==> config.mk <==
export PLATFORM = sky130hd
export DESIGN_NAME = gbb_front
export DESIGN_NICKNAME = d
export VERILOG_FILES = /design/src/rtl/gbb_pkg.sv /design/src/rtl/gbb_front.sv
export SDC_FILE = /design/constraint.sdc
export NUM_CORES = 1
export LEC_CHECK = 0
export ABC_AREA = 1
export BUFFER_PORTS_ARGS = -buffer_cell sky130_fd_sc_hd__buf_2
export CAP_MARGIN = 20
export CORE_MARGIN = 8
export CORE_UTILIZATION = 53
export CTS_BUF_LIST = sky130_fd_sc_hd__clkbuf_4 sky130_fd_sc_hd__clkbuf_8 sky130_fd_sc_hd__clkbuf_16
export CTS_CLUSTER_DIAMETER = 50
export DETAILED_ROUTE_END_ITERATION = 10
export PLACE_DENSITY = 0.82
export SLEW_MARGIN = 25
export SYNTH_ARGS = -nofsm -noshare
export SYNTH_HDL_FRONTEND = slang
export SYNTH_SLANG_ARGS = --single-unit
==> constraint.sdc <==
create_clock -name clk -period 5.15 [get_ports clk]
set_input_delay 0 -clock clk [delete_from_list [all_inputs] [get_ports clk]]
set_output_delay 0 -clock clk [all_outputs]
set_load 0.01 [all_outputs]
==> src/rtl/gbb_pkg.sv <==
// ----------------------------------------------------------------------------
// gbb_pkg
// Shared types, codes and helper functions of the grayscale bitmap blitter.
// ----------------------------------------------------------------------------
package gbb_pkg;

    // Operation codes carried in the input word's tuser bits.
    localparam logic [1:0] OP_FILL  = 2'd0;
    localparam logic [1:0] OP_IMAGE = 2'd1;
    localparam logic [1:0] OP_READ  = 2'd2;

    // Configuration register indexes.
    localparam logic [2:0] REG_ORIGIN_X     = 3'd0;
    localparam logic [2:0] REG_ORIGIN_Y     = 3'd1;
    localparam logic [2:0] REG_IMAGE_WIDTH  = 3'd2;
    localparam logic [2:0] REG_IMAGE_HEIGHT = 3'd3;
    localparam logic [2:0] REG_DEPTH_SELECT = 3'd4;

    // Widest image the blitter walks; larger widths are clamped to it.
    localparam logic [10:0] MAX_WIDTH = 11'd1024;

    // Depth of the command queue between front and back (power of two).
    localparam int QUEUE_DEPTH = 4;
    localparam int QPTR_W      = $clog2(QUEUE_DEPTH);

    typedef enum logic [1:0] {
        CMD_FILL,
        CMD_IMAGE,
        CMD_READ
    } cmd_kind_t;

    typedef enum logic [2:0] {
        BK_SWEEP,
        BK_IDLE,
        BK_ROW,
        BK_SCAN,
        BK_WRITE,
        BK_READ,
        BK_RESULT
    } bk_state_t;

    typedef struct packed {
        logic signed [10:0] origin_x;
        logic signed [10:0] origin_y;
        logic [10:0]        image_width;
        logic [10:0]        image_height;
        logic [1:0]         depth_select;
    } cfg_t;

    // One unit of work for the back end.
    typedef struct packed {
        cmd_kind_t   kind;
        logic [7:0]  data;   // source byte, or fill gray in the low nibble
        logic [10:0] row;    // source row of an image byte
        logic [12:0] px0;    // first source pixel index of an image byte
        logic [12:0] addr;   // byte address of a read
    } cmd_t;

    // Image width clamped to the widest supported image.
    function automatic logic [10:0] gbb_width_eff(input logic [10:0] w);
        return (w > MAX_WIDTH) ? MAX_WIDTH : w;
    endfunction

    // Scale one source pixel to a 4-bit gray level. The 8 bpp case divides
    // by 17 through a multiply by 241 and a shift by 12, exact for 0..255.
    function automatic logic [3:0] gbb_scale(input logic [7:0] v, input logic [1:0] depth);
        logic [15:0] prod;
        logic [3:0]  g;
        prod = 16'(v) * 16'd241;
        case (depth)
            2'd0:    g = v[0] ? 4'hF : 4'h0;
            2'd1:    g = 4'({2'b00, v[1:0]} * 4'd5);
            2'd2:    g = v[3:0];
            2'd3:    g = prod[15:12];
            default: g = 4'h0;
        endcase
        return g;
    endfunction

endpackage

==> src/rtl/gbb_front.sv <==
// ----------------------------------------------------------------------------
// gbb_front
// Input side: configuration registers, input word decode and image cursor.
// ----------------------------------------------------------------------------
module gbb_front
    import gbb_pkg::*;
(
    input  logic        clk,
    input  logic        rst_n,
    input  logic        cfg_we,
    input  logic [2:0]  cfg_index,
    input  logic [10:0] cfg_data,
    output cfg_t        cfg,
    input  logic        in_valid,
    output logic        in_ready,
    input  logic [1:0]  operation,
    input  logic [7:0]  data_byte,
    input  logic        image_start,
    input  logic [12:0] read_address,
    input  logic        init_busy,
    input  logic        q_full,
    output logic        push,
    output cmd_t        push_cmd
);

    cfg_t        cfg_reg;
    logic [9:0]  col_reg;
    logic [9:0]  col_next;
    logic [10:0] row_reg;
    logic [10:0] row_next;
    logic        accept;
    logic [9:0]  col_cur;
    logic [10:0] row_cur;
    logic        img_live;
    logic [1:0]  ppb_log;
    logic [2:0]  ppb_m1;
    logic [10:0] w_eff;
    logic [11:0] cols_raw;
    logic [11:0] cols;
    logic        row_wrap;

    assign cfg      = cfg_reg;
    assign in_ready = !q_full && !init_busy;
    assign accept   = in_valid && in_ready;

    // Configuration writes; unknown indexes are ignored.
    always_ff @(posedge clk or negedge rst_n)
    begin
        if (!rst_n)
        begin
            cfg_reg.origin_x     <= '0;
            cfg_reg.origin_y     <= '0;
            cfg_reg.image_width  <= 11'd1;
            cfg_reg.image_height <= 11'd1;
            cfg_reg.depth_select <= '0;
        end
        else if (cfg_we)
        begin
            case (cfg_index)
                REG_ORIGIN_X:     cfg_reg.origin_x     <= cfg_data;
                REG_ORIGIN_Y:     cfg_reg.origin_y     <= cfg_data;
                REG_IMAGE_WIDTH:  cfg_reg.image_width  <= cfg_data;
                REG_IMAGE_HEIGHT: cfg_reg.image_height <= cfg_data;
                REG_DEPTH_SELECT: cfg_reg.depth_select <= cfg_data[1:0];
                default:          cfg_reg              <= cfg_reg;
            endcase
        end
    end

    // Source bytes per row: clamped width over pixels per byte, rounded up,
    // and never below one.
    always_comb
    begin
        ppb_log  = 2'd3 - cfg_reg.depth_select;
        ppb_m1   = 3'b111 >> cfg_reg.depth_select;
        w_eff    = gbb_width_eff(cfg_reg.image_width);
        cols_raw = ({1'b0, w_eff} + {9'b0, ppb_m1}) >> ppb_log;
        cols     = (cols_raw == '0) ? 12'd1 : cols_raw;
    end

    // Cursor seen by this byte: the start flag moves it back to the origin.
    always_comb
    begin
        col_cur  = image_start ? '0 : col_reg;
        row_cur  = image_start ? '0 : row_reg;
        img_live = (row_cur < cfg_reg.image_height);
        row_wrap = (({2'b0, col_cur} + 12'd1) >= cols);
    end

    // Classify the word and build the back end's command.
    always_comb
    begin
        push_cmd.data = data_byte;
        push_cmd.row  = row_cur;
        push_cmd.px0  = {3'b0, col_cur} << ppb_log;
        push_cmd.addr = read_address;
        push_cmd.kind = CMD_READ;
        push          = 1'b0;
        case (operation)
            OP_FILL:
            begin
                push_cmd.kind = CMD_FILL;
                push          = accept;
            end
            OP_IMAGE:
            begin
                push_cmd.kind = CMD_IMAGE;
                push          = accept && img_live;
            end
            OP_READ:
            begin
                push_cmd.kind = CMD_READ;
                push          = accept;
            end
            default:
            begin
                push = 1'b0;
            end
        endcase
    end

    // Cursor advance: next byte of the row, or the start of the next row.
    always_comb
    begin
        col_next = col_reg;
        row_next = row_reg;
        if (accept && (operation == OP_IMAGE))
        begin
            col_next = col_cur;
            row_next = row_cur;
            if (img_live)
            begin
                if (row_wrap)
                begin
                    col_next = '0;
                    row_next = row_cur + 11'd1;
                end
                else
                begin
                    col_next = col_cur + 10'd1;
                end
            end
        end
    end

    always_ff @(posedge clk or negedge rst_n)
    begin
        if (!rst_n)
        begin
            col_reg <= '0;
            row_reg <= '0;
        end
        else
        begin
            col_reg <= col_next;
            row_reg <= row_next;
        end
    end

endmodule

==> flow_metrics.py <==
metrics = {
    "worst_setup_path": {
        "arrival_ns": 4.74,
        "endpoint_kind": "flip-flop",
        "worstSetupPathType": "flip-flop to flip-flop",
        "critPathRequiredTime_ns": 5.41,
        "crit_top_cell": "nand2_1",
        "cpMaxStageDelayCell": "dfrtp_1",
        "start_kind": "flip-flop",
        "critical_path.max_fanout": 14,
        "worst_path_largest_cell_delay_ns": 0.48,
    },
    "route": {
        "num_vias": 4494,
        "drc_errors": 0,
        "ant_nets": 0,
        "dr.pass1.iters": 5,
        "drt-initial-drc-count": 254,
        "viasPerCell": 5.39,
        "finalWirelength_microns": 12500,
        "wl_per_cell_microns": 15.0,
    },
    "yosys": {
        "ys.flop_type": "dfrtp_1",
        "synth-seq-area-share_pct": 36.2,
        "ys_ff_latch": 67,
        "yosys_warnings": 0,
        "syn_inst": 651,
        "async_flop_share_pct": 100,
        "synthesis.area_sq_um": 4640,
        "synth-edff-count": 0,
        "ys_types": 40,
        "avgSynthCellArea_sq_um": 7.13,
        "synth_nets": 722,
    },
    "power": {
        "p_sw_share_pct": 40.1,
        "p_leak_nw": 2.83,
        "p_int_mw": 1.18,
        "combPwrFrac_pct": 39.4,
        "power_switching_mw": 0.790,
        "totalPowerFinal_mw": 1.97,
        "seqPwrFrac_pct": 36.6,
        "power_frac_clock_pct": 24.1,
        "p_per_area_nw_per_um2": 374,
        "ir_drop_v": 0.000210,
    },
    "flow_run": {
        "cap_violations": 0,
    },
    "timing": {
        "finalHoldViolations": 1,
        "rsz0062_at_grt": "no",
        "max_freq_mhz": 223,
        "setup_viol": 0,
        "slew_viol_final": 0,
        "tns_ns": 0,
        "fin_worst_skew_ns": 0.0123,
        "worstMarginPinSlew_ns": 0.931,
        "max_slew_margin_pct": 37.6,
        "min_period_over_period_pct": 87.1,
        "holdWs_ns": -0.00322,
        "period_needed_ns": 4.49,
    },
    "final_layout": {
        "layout_commonest_cell": "nand2_1",
        "n_antenna_cell": 0,
        "largest_reg_flops": 46,
        "nets": 792,
        "area_growth_syn_to_layout_pct": 13.6,
        "drive_gt1_share_pct": 18.1,
        "final_cell_mix": "155 x nand2_1, 96 x buf_2, 84 x o21ai_0",
    },
    "placement": {
        "globalplace.congestion": 0.864,
        "port_buffers": 96,
        "hpwlAfterDp_microns": 9690,
    },
    "clock_tree": {
        "cts_root_buf": "clkbuf_8",
        "cts_tree": "built",
        "cts-buffers-inserted": 9,
        "cts_resized": 0,
        "insertion_delay_ns": 0.34,
        "postCtsSetupBuffers": 0,
        "clock_path_buffers": 2,
        "clk_pin_slew_ns": 0.08,
        "cts_htree_levels": 3,
        "cts.sinks": 67,
        "postCtsHoldBufs": 4,
    },
    "grt": {
        "grt_use_total_pct": 21.1,
        "grt_pass1_vias": 4360,
        "overflow": 0,
        "grt_max_degree": 68,
        "grt_first_pass_wirelength_microns": 20400,
        "antenna_found_initial": 0,
    },
    "die": {
        "die-height_microns": 110,
        "io_pins": 139,
        "fp-row-count": 34,
        "die_area_sq_um": 12000,
        "start_util_pct": 54.0,
        "dieWidth_microns": 110,
        "core_area_sq_um": 8590,
    },
    "outcome": {
        "run_status": "finished, violations left",
        "violations": "negative hold slack",
    },
    "hold_path": {
        "hp-class": "primary input to flip-flop",
    },
}
-- critical path, delay by kind of cell (launching register included) --
kind                     cells  cell delay (ns)
XOR/XNOR                     1             0.14
AO/OA/AOI/OAI                5             0.84
buffers and inverters        3             0.32
AND/OR/NAND/NOR             17             2.13
adder cells (fa/ha/maj)      2             0.47
flip-flops                   1             0.48
-- power by group through the flow --
stage               Combinational, mW  Clock [mW]  Sequential [mW]
floorplan                       0.528           0            0.726
global placement                0.749           0            0.719
detailed placement              0.773           0            0.725
CTS                             0.779       0.480            0.718
global route                    0.885       0.503            0.733
finish                          0.776       0.474            0.721
-- layout make-up --
cell class / count / area, sq um
Clock inverter: 6 / 91.3
Timing Repair Buffer: 103 / 543
Tap cell: 108 / 135
Multi-Input combinational cell: 453 / 2370
Clock buffer: 9 / 124
Fill cell: 799 / 3320
Inverter: 87 / 327
Sequential cell: 67 / 1680
-- synth_stat cells, types with 5 or more instances --
cell	number	area (sq um)
a21oi_1	22	110
buf_4	22	165
clkbuf_1	19	71.3
dfrtp_1	65	1630
ha_1	26	325
inv_1	81	304
nand2_1	155	582
nand3_1	49	245
nand4_1	7	43.8
nor2_1	54	203
nor3_1	6	30.0
o21ai_0	84	420
o22ai_1	5	31.3
xor2_1	12	105
-- logic make-up after synthesis --
family / count (synthesis) / synth area share [%]
adders and majority gates: 27 / 7.44
AOI/OAI and AO/OA: 123 / 14.1
buffers and inverters: 131 / 12.7
muxes: 2 / 0.431
xor gates and xnor gates: 15 / 2.83
and+or+nand+nor: 286 / 26.3
DFF: 67 / 36.2
-- stage by stage --
| stage | std cells | area, sq um | utilization (%) | hold slack (ns) | setup slack, ns |
|---|---|---|---|---|---|
| after floorplan | 651 | 4640 | - | -0.296 | 1.31 |
| after global placement | 814 | 5020 | 58.4 | 0.0000686 | 0.933 |
| after detailed placement | 814 | 5020 | 58.4 | 0.0000686 | 0.767 |
| after CTS | 833 | 5270 | 61.3 | 0.0000686 | 0.705 |
| after global routing | 833 | 5270 | 61.3 | 0.0000292 | 0.114 |
| final | 833 | 5270 | 61.3 | -0.00322 | 0.664 |
-- final timing paths --
check | endpoint | slack, ns | cells past startpoint | start
max in group asynchronous | col_reg[6] | 4.19 | 3 | rst_n
min in group asynchronous | cfg[17] | 0.37 | 3 | rst_n
worst max register to register | row_reg[10] | 0.66 | 28 | cfg[17]
worst min-delay path | cfg[22] | -0.003 | 3 | cfg_data[9]
worst min register to register | cfg[39] | 0.49 | 2 | cfg[39]
worst max-delay path | row_reg[10] | 0.66 | 28 | cfg[17]
-- per-layer routing --
metal,wire length [microns],track usage (%),vias to the layer above
met5,0,0,-
met4,144,5.59,0
met3,920,5.16,20
met2,6010,35.4,166
met1,5420,26.4,2087
li1,-,-,2221
Note: power is estimated with default switching activity, not from simulation.
