### config.mk
export PLATFORM = sky130hd
export DESIGN_NAME = gbb_queue
export DESIGN_NICKNAME = d
export VERILOG_FILES = /design/src/rtl/gbb_pkg.sv /design/src/rtl/gbb_queue.sv
export SDC_FILE = /design/constraint.sdc
export NUM_CORES = 1
export LEC_CHECK = 0
export BUFFER_PORTS_ARGS = -buffer_cell sky130_fd_sc_hd__buf_2
export CAP_MARGIN = 5
export CORE_ASPECT_RATIO = 2
export CORE_MARGIN = 2
export CORE_UTILIZATION = 30
export CTS_CLUSTER_DIAMETER = 150
export CTS_CLUSTER_SIZE = 8
export DETAILED_ROUTE_END_ITERATION = 8
export PLACE_DENSITY = 0.45
export SLEW_MARGIN = 20
export SYNTH_ARGS = -nofsm -noshare
export SYNTH_HDL_FRONTEND = slang
export SYNTH_SLANG_ARGS = --single-unit
### constraint.sdc
create_clock -name clk -period 2.4 [get_ports clk]
set_input_delay 0.12 -clock clk [delete_from_list [all_inputs] [get_ports clk]]
set_output_delay 0.12 -clock clk [all_outputs]
set_load 0.01 [all_outputs]
### src/rtl/gbb_pkg.sv
// ----------------------------------------------------------------------------
// gbb_pkg
// Shared types, codes and helper functions of the grayscale bitmap blitter.
// ----------------------------------------------------------------------------
package gbb_pkg;

    // Operation codes carried in the input word's tuser bits.
    localparam logic [1:0] OP_FILL  = 2'd0;
    localparam logic [1:0] OP_IMAGE = 2'd1;
    localparam logic [1:0] OP_READ  = 2'd2;

    // Configuration register indexes.
    localparam logic [2:0] REG_ORIGIN_X     = 3'd0;
    localparam logic [2:0] REG_ORIGIN_Y     = 3'd1;
    localparam logic [2:0] REG_IMAGE_WIDTH  = 3'd2;
    localparam logic [2:0] REG_IMAGE_HEIGHT = 3'd3;
    localparam logic [2:0] REG_DEPTH_SELECT = 3'd4;

    // Widest image the blitter walks; larger widths are clamped to it.
    localparam logic [10:0] MAX_WIDTH = 11'd1024;

    // Depth of the command queue between front and back (power of two).
    localparam int QUEUE_DEPTH = 4;
    localparam int QPTR_W      = $clog2(QUEUE_DEPTH);

    typedef enum logic [1:0] {
        CMD_FILL,
        CMD_IMAGE,
        CMD_READ
    } cmd_kind_t;

    typedef enum logic [2:0] {
        BK_SWEEP,
        BK_IDLE,
        BK_ROW,
        BK_SCAN,
        BK_WRITE,
        BK_READ,
        BK_RESULT
    } bk_state_t;

    typedef struct packed {
        logic signed [10:0] origin_x;
        logic signed [10:0] origin_y;
        logic [10:0]        image_width;
        logic [10:0]        image_height;
        logic [1:0]         depth_select;
    } cfg_t;

    // One unit of work for the back end.
    typedef struct packed {
        cmd_kind_t   kind;
        logic [7:0]  data;   // source byte, or fill gray in the low nibble
        logic [10:0] row;    // source row of an image byte
        logic [12:0] px0;    // first source pixel index of an image byte
        logic [12:0] addr;   // byte address of a read
    } cmd_t;

    // Image width clamped to the widest supported image.
    function automatic logic [10:0] gbb_width_eff(input logic [10:0] w);
        return (w > MAX_WIDTH) ? MAX_WIDTH : w;
    endfunction

    // Scale one source pixel to a 4-bit gray level. The 8 bpp case divides
    // by 17 through a multiply by 241 and a shift by 12, exact for 0..255.
    function automatic logic [3:0] gbb_scale(input logic [7:0] v, input logic [1:0] depth);
        logic [15:0] prod;
        logic [3:0]  g;
        prod = 16'(v) * 16'd241;
        case (depth)
            2'd0:    g = v[0] ? 4'hF : 4'h0;
            2'd1:    g = 4'({2'b00, v[1:0]} * 4'd5);
            2'd2:    g = v[3:0];
            2'd3:    g = prod[15:12];
            default: g = 4'h0;
        endcase
        return g;
    endfunction

endpackage

### src/rtl/gbb_queue.sv
// ----------------------------------------------------------------------------
// gbb_queue
// Small command FIFO that decouples the front end from the back end.
// ----------------------------------------------------------------------------
module gbb_queue
    import gbb_pkg::*;
(
    input  logic clk,
    input  logic rst_n,
    input  logic push,
    input  cmd_t push_cmd,
    output logic full,
    input  logic pop,
    output logic empty,
    output cmd_t pop_cmd
);

    cmd_t              entries_reg [QUEUE_DEPTH];
    logic [QPTR_W-1:0] wr_ptr_reg;
    logic [QPTR_W-1:0] wr_ptr_next;
    logic [QPTR_W-1:0] rd_ptr_reg;
    logic [QPTR_W-1:0] rd_ptr_next;
    logic [QPTR_W:0]   count_reg;
    logic [QPTR_W:0]   count_next;
    logic              do_push;
    logic              do_pop;

    // Status and head of the queue.
    assign full    = (count_reg == (QPTR_W + 1)'(QUEUE_DEPTH));
    assign empty   = (count_reg == '0);
    assign pop_cmd = entries_reg[rd_ptr_reg];
    assign do_push = push && !full;
    assign do_pop  = pop && !empty;

    // Pointer and count updates; the depth is a power of two so pointers wrap.
    always_comb
    begin
        wr_ptr_next = do_push ? wr_ptr_reg + 1'b1 : wr_ptr_reg;
        rd_ptr_next = do_pop ? rd_ptr_reg + 1'b1 : rd_ptr_reg;
        count_next  = count_reg;
        if (do_push && !do_pop)
        begin
            count_next = count_reg + 1'b1;
        end
        else if (do_pop && !do_push)
        begin
            count_next = count_reg - 1'b1;
        end
    end

    always_ff @(posedge clk or negedge rst_n)
    begin
        if (!rst_n)
        begin
            wr_ptr_reg <= '0;
            rd_ptr_reg <= '0;
            count_reg  <= '0;
        end
        else
        begin
            wr_ptr_reg <= wr_ptr_next;
            rd_ptr_reg <= rd_ptr_next;
            count_reg  <= count_next;
        end
    end

    // Entry storage needs no reset.
    always_ff @(posedge clk)
    begin
        if (do_push)
        begin
            entries_reg[wr_ptr_reg] <= push_cmd;
        end
    end

endmodule

==> impl_metrics.json, run 1 <==
{
  "status": "finished, final reports clean",
  "layout_common_cells": "edfxtp_1, buf_2, dlygate4sd3_1",
  "cts_tree": "yes",
  "setup-violations-final": 0,
  "critPathCaptureType": "flip-flop",
  "grt_max_degree": 41,
  "drc": 0,
  "crit_type": "reg -> reg",
  "rsz0062_at_grt": "no",
  "grt_pass1_vias": 3922,
  "finish.utilization_pct": 39.22,
  "areaGrowthSynthToFinish_pct": 28.81,
  "yosysWarningCount": 0,
  "largest_reg_flops": 188,
  "gp_congestion": 0.6770,
  "rows": 80,
  "grt_pass1_wl_um": 22730,
  "cts_root_buffer": "clkbuf_16",
  "ys_ff_latch": 195,
  "syn_nets": 339,
  "slew_headroom_pct": 73.19,
  "drt_iter0_drc": 153,
  "core_area_mm2": 0.02372,
  "finalClockSkew_ns": 0.005825,
  "antenna_found_initial": 1,
  "clk_latency_ns": 0.43,
  "fmax_mhz": 455.8,
  "power_density_mw_per_mm2": 1184,
  "highest_layer": "met4",
  "ioPinCount": 100,
  "cts_max_level": 4,
  "finalCriticalPeriod_ns": 2.194,
  "die_h_um": 223.4,
  "clkSinkCount": 195,
  "cts_resized": 0,
  "grt_overflow": 0,
  "drive_above_1_share_pct": 42.58,
  "netlist_area_mm2": 0.007223,
  "synth_area_leader_cell": "edfxtp_1",
  "route.met3.wl_um": 448,
  "avgViaCountPerCell": 4.521,
  "peakVddDrop_uv": 588.1,
  "grt_use_total_pct": 12.48,
  "die-area_mm2": 0.02541,
  "vias": 3404,
  "crit_required_ns": 2.76,
  "avgSynthCellArea_um2": 25.61,
  "fin_crit_sh_pct": 91.41,
  "path_clk_slew_ns": 0.07,
  "ys_top_cells_by_area": "edfxtp_1, mux4_2, dfrtp_1, ha_1, mux4_1",
  "hold_violations": 0,
  "rrSetupSlack_ns": 0.21,
  "ant_nets": 0,
  "num-nets-final": 509,
  "ys_seq_area_share_pct": 80.58,
  "arrival_ns": 2.55,
  "wl_met2_um": 8611,
  "tns_ns": 0,
  "chipWidth_um": 113.7,
  "worstMarginPinSlew_ns": 0.4021,
  "cp-start-kind": "flip-flop",
  "final_common_cell": "edfxtp_1",
  "cts.path.max_buffers": 2,
  "start_util_pct": 30.45,
  "dpl.hpwl_um": 9326,
  "numPortBuffers": 99,
  "cp_max_fo": 4,
  "hp-class": "in -> async",
  "drv_slew": 0,
  "wl_per_cell_um": 19.84,
  "cts_buffers": 17,
  "drt-met1-wl_um": 5525,
  "dp.cells": 670,
  "drv_cap": 0,
  "ys_types": 22,
  "syn_inst": 282,
  "stdcell_count": 753,
  "drtPass1Iterations": 3,
  "power_mw": 11.01,
  "yosysTopAreaCellShare_pct": 78.16,
  "leakagePower_nw": 3.236,
  "totalWireLength_um": 14940
}
-- power by group --
| part | internal (mW) | leakage [nW] | switching (mW) |
|---|---|---|---|
| logic | 1.65 | 1.14 | 1.73 |
| registers | 4.51 | 1.80 | 0.275 |
| clock network | 1.64 | 0.295 | 1.21 |
-- final timing paths --
| check | start | endpoint | cells after the start |
|---|---|---|---|
| worst max register to register | count_reg[0]$_DFFE_PN0P_ | count_reg[2]$_DFFE_PN0P_ | 8 |
| min in group clk | push | wr_ptr_reg[0]$_DFFE_PN0P_ | 4 |
| worst max-delay path | count_reg[0]$_DFFE_PN0P_ | count_reg[2]$_DFFE_PN0P_ | 8 |
| max in group asynchronous | rst_n | rd_ptr_reg[0]$_DFFE_PN0P_ | 2 |
| worst min register to register | count_reg[2]$_DFFE_PN0P_ | count_reg[2]$_DFFE_PN0P_ | 1 |
| worst min-delay path | rst_n | count_reg[1]$_DFFE_PN0P_ | 2 |
-- cell usage after synthesis (all sizes together) --
cell,instances
or3,1
and2,4
xnor2,4
nor3b,1
nand2,1
ha,5
xor2,2
inv,4
fa,1
mux2,2
dfrtp,7
buf,10
clkbuf,2
edfxtp,188
mux4,47
nand3,1
nor2b,1
nor2,1
-- logic make-up (layout without fill, tap and decap cells) --
| group | Yosys count | in the layout | synth area share, % |
|---|---|---|---|
| flops | 195 | 195 | 80.58 |
| xor+xnor | 6 | 6 | 0.7275 |
| other cells | 0 | 1 | 0 |
| simple gates | 10 | 10 | 0.8660 |
| mux | 49 | 49 | 15.07 |
| fa+ha+maj | 6 | 6 | 1.143 |
| buf+inv | 16 | 199 | 1.611 |
-- metal layers --
metal	GRT usage [%]	up-vias
met5	0	-
met4	5.862	0
met3	3.070	17
met2	22.97	62
met1	13.09	1788
li1	-	1537
-- repair_timing --
action | in CTS | in global routing
setup buffers | 0 | 1
endpoints found under the hold margin | 197 | 0
endpoints found under the setup margin | 0 | 9
hold buffers | 49 | 0
-- worst max-delay path, stage by stage, from the launching register on --
cell,delay [ns]
dfrtp_1,0.44
or3_1,0.44
nand2_1,0.13
ha_1,0.21
inv_1,0.07
fa_1,0.40
xor2_1,0.17
nor2_1,0.11
xor2_1,0.15
-- per-stage QoR --
stage,hold slack [ns],setup slack (ns),area [µm²]
2_1_floorplan,-0.1756,0.03760,7223
3_3_place_gp,-0.03804,0.3435,8192
3_5_place_dp,-0.02664,0.2222,8192
4_1_cts,0.02978,0.01132,9274
5_1_grt,0.04448,0.1169,9304
6_report,0.05858,0.2062,9304
-- final cells by class --
type,count,area (µm²)
inverter,4,15.01
timing repair buffer,163,1219
multi-input combinational,71,1291
tap,287,359.1
antenna,1,2.502
fill,2113,14420
sequential,195,5826
clock inverter,13,158.9
clock buffer,19,432.9
(Power assumes the default switching activity.)
==> inputs of run 2 (changes only) <==
--- a/config.mk
+++ b/config.mk
@@ -8,11 +8,12 @@
 export BUFFER_PORTS_ARGS = -buffer_cell sky130_fd_sc_hd__buf_2
 export CAP_MARGIN = 5
 export CORE_ASPECT_RATIO = 2
-export CORE_MARGIN = 2
+export CORE_MARGIN = 8
 export CORE_UTILIZATION = 30
 export CTS_CLUSTER_DIAMETER = 150
 export CTS_CLUSTER_SIZE = 8
 export DETAILED_ROUTE_END_ITERATION = 8
+export HOLD_SLACK_MARGIN = 0.1
 export PLACE_DENSITY = 0.45
 export SLEW_MARGIN = 20
 export SYNTH_ARGS = -nofsm -noshare
==> run 2 against run 1 <==
Compared with the run above: routed wire length rose by 2.5%; clock skew fell by 0.0014 ns; cell area rose by 0.54%; sequential share of layout area fell by 0.34 points; setup slack got worse by 0.0049 ns; maximum frequency fell by 0.22%.
==> impl_metrics.json, run 2 (synthesized netlist as in run 1, its figures left out) <==
{
  "arrival_ns": 2.08,
  "cts_resized": 0,
  "cts_buffers": 17,
  "final_common_cell": "edfxtp_1",
  "cp-start-kind": "flip-flop",
  "cts_max_level": 4,
  "cp_max_fo": 15,
  "path_clk_slew_ns": 0.07,
  "dpl.hpwl_um": 9904,
  "gp_congestion": 0.6758,
  "cts_setup_buffers": 0,
  "start_util_pct": 30.45,
  "crit_required_ns": 2.28,
  "finalClockSkew_ns": 0.004411,
  "grt_max_degree": 32,
  "power_density_mw_per_mm2": 1205,
  "chipWidth_um": 125.7,
  "fmax_mhz": 454.8,
  "hold_violations": 0,
  "avgViaCountPerCell": 4.536,
  "die-area_mm2": 0.02960,
  "worstMarginPinSlew_ns": 0.5016,
  "leakagePower_nw": 3.254,
  "rrSetupSlack_ns": 0.28,
  "fill_cells": 2121,
  "p_int_mw": 8.072,
  "grt_pass1_vias": 4107,
  "die_h_um": 235.4,
  "crit_type": "reg -> out",
  "whs_ns": 0.2109,
  "wl_per_cell_um": 20.37,
  "core_area_mm2": 0.02372,
  "fin_crit_sh_pct": 91.61,
  "switching_power_mw": 3.197,
  "largest_reg_flops": 188,
  "numPortBuffers": 99,
  "layout_common_cells": "edfxtp_1, buf_2, dlygate4sd3_1",
  "hp-class": "in -> reg",
  "grt_use_total_pct": 11.03,
  "totalWireLength_um": 15320,
  "vias": 3411,
  "num-nets-final": 509,
  "critPathCaptureType": "output pin",
  "cts_tree": "yes",
  "finish.utilization_pct": 39.43,
  "ant_nets": 0,
  "antenna_found_initial": 1,
  "drt_iter0_drc": 162,
  "areaGrowthSynthToFinish_pct": 29.50,
  "dpl_cell_area_mm2": 0.008192,
  "dp_slack_ns": 0.2892,
  "num_antenna_cells": 0,
  "fin_area_mm2": 0.009354,
  "power_mw": 11.27,
  "setup-violations-final": 0,
  "seqPwrFrac_pct": 42.2,
  "slew_headroom_pct": 66.56,
  "cts.path.max_buffers": 2,
  "finalCriticalPeriod_ns": 2.199,
  "cts_root_buffer": "clkbuf_16",
  "pwr-share-comb_pct": 29.7,
  "multi_input_area_mm2": 0.001291,
  "sw_frac_of_total_pct": 28.37,
  "fin_ws_ns": 0.2014,
  "peakVddDrop_uv": 642.5,
  "drc": 0,
  "rsz0062_at_grt": "no",
  "grt_pass1_wl_um": 23690,
  "p_clk_share_pct": 28.1,
  "drtPass1Iterations": 4,
  "dp.cells": 670,
  "grt_overflow": 0,
  "ioPinCount": 100,
  "drv_cap": 0,
  "drv_slew": 0,
  "status": "finished, final reports clean",
  "regArea_mm2": 0.005826,
  "clkSinkCount": 195,
  "stdcell_count": 752,
  "clk_latency_ns": 0.43,
  "tns_ns": 0,
  "drive_above_1_share_pct": 42.37,
  "rows": 80
}
==> run 2: cell count changes in the layout (fill, tap and decap cells not counted), sizes merged <==
cell / previous run / this run
buf: 114 / 113
bufinv: 3 / 6
clkbuf: 19 / 17
clkinv: 8 / 7
clkinvlp: 0 / 1
diode: 1 / 0
dlygate4sd3: 49 / 50
inv: 6 / 5
==> run 2: critical path, stage by stage (launching register included) <==
cell     delay, ns
dfrtp_4       0.65
buf_4         0.29
mux4_2        0.54
buf_2         0.16
==> run 2: per-layer routing <==
| layer | vias up | part of all wire [%] | track usage (%) |
|---|---|---|---|
| met3 | 17 | 4.5 | 3.857 |
| met1 | 1790 | 36 | 10.29 |
| met5 | - | 0.085 | 0 |
| met2 | 72 | 57 | 20.97 |
| met4 | 2 | 1.6 | 4.606 |
| li1 | 1530 | - | - |
==> run 2: layout make-up <==
type                            instances  share of cell area, %
Timing Repair Buffer                  163                  12.84
Inverter                                4                 0.1605
Tap cell                              287                  3.839
Sequential cell                       195                  62.28
Clock buffer                           17                  4.548
Multi-Input combinational cell         71                  13.80
Clock inverter                         15                  2.528
==> run 2: path summary, 6_finish.rpt <==
path	to	from	cells past startpoint
worst max-delay path	pop_cmd[9]	rd_ptr_reg[0]$_DFFE_PN0P_	3
worst min-delay path	wr_ptr_reg[0]$_DFFE_PN0P_	push	4
worst max register to register	count_reg[2]$_DFFE_PN0P_	count_reg[0]$_DFFE_PN0P_	8
worst min register to register	count_reg[2]$_DFFE_PN0P_	count_reg[2]$_DFFE_PN0P_	1
max in group asynchronous	rd_ptr_reg[0]$_DFFE_PN0P_	rst_n	3
min in group asynchronous	wr_ptr_reg[0]$_DFFE_PN0P_	rst_n	3
==> run 2: timing repair <==
action | 4_1_cts | 5_1_grt
endpoints found under the hold margin | 197 | 0
hold buffers | 50 | 0
setup endpoints to repair | 0 | 0
==> run 2: power by group through the flow <==
stage                     sequential [mW]  clock (mW)  combinational, mW
after global routing                 4.84        3.35               3.65
after floorplan                      4.72           0               2.14
final                                4.76        3.16               3.35
after CTS                            4.78        3.26               3.52
after detailed placement             4.86           0               3.44
after global placement               4.80           0               3.40
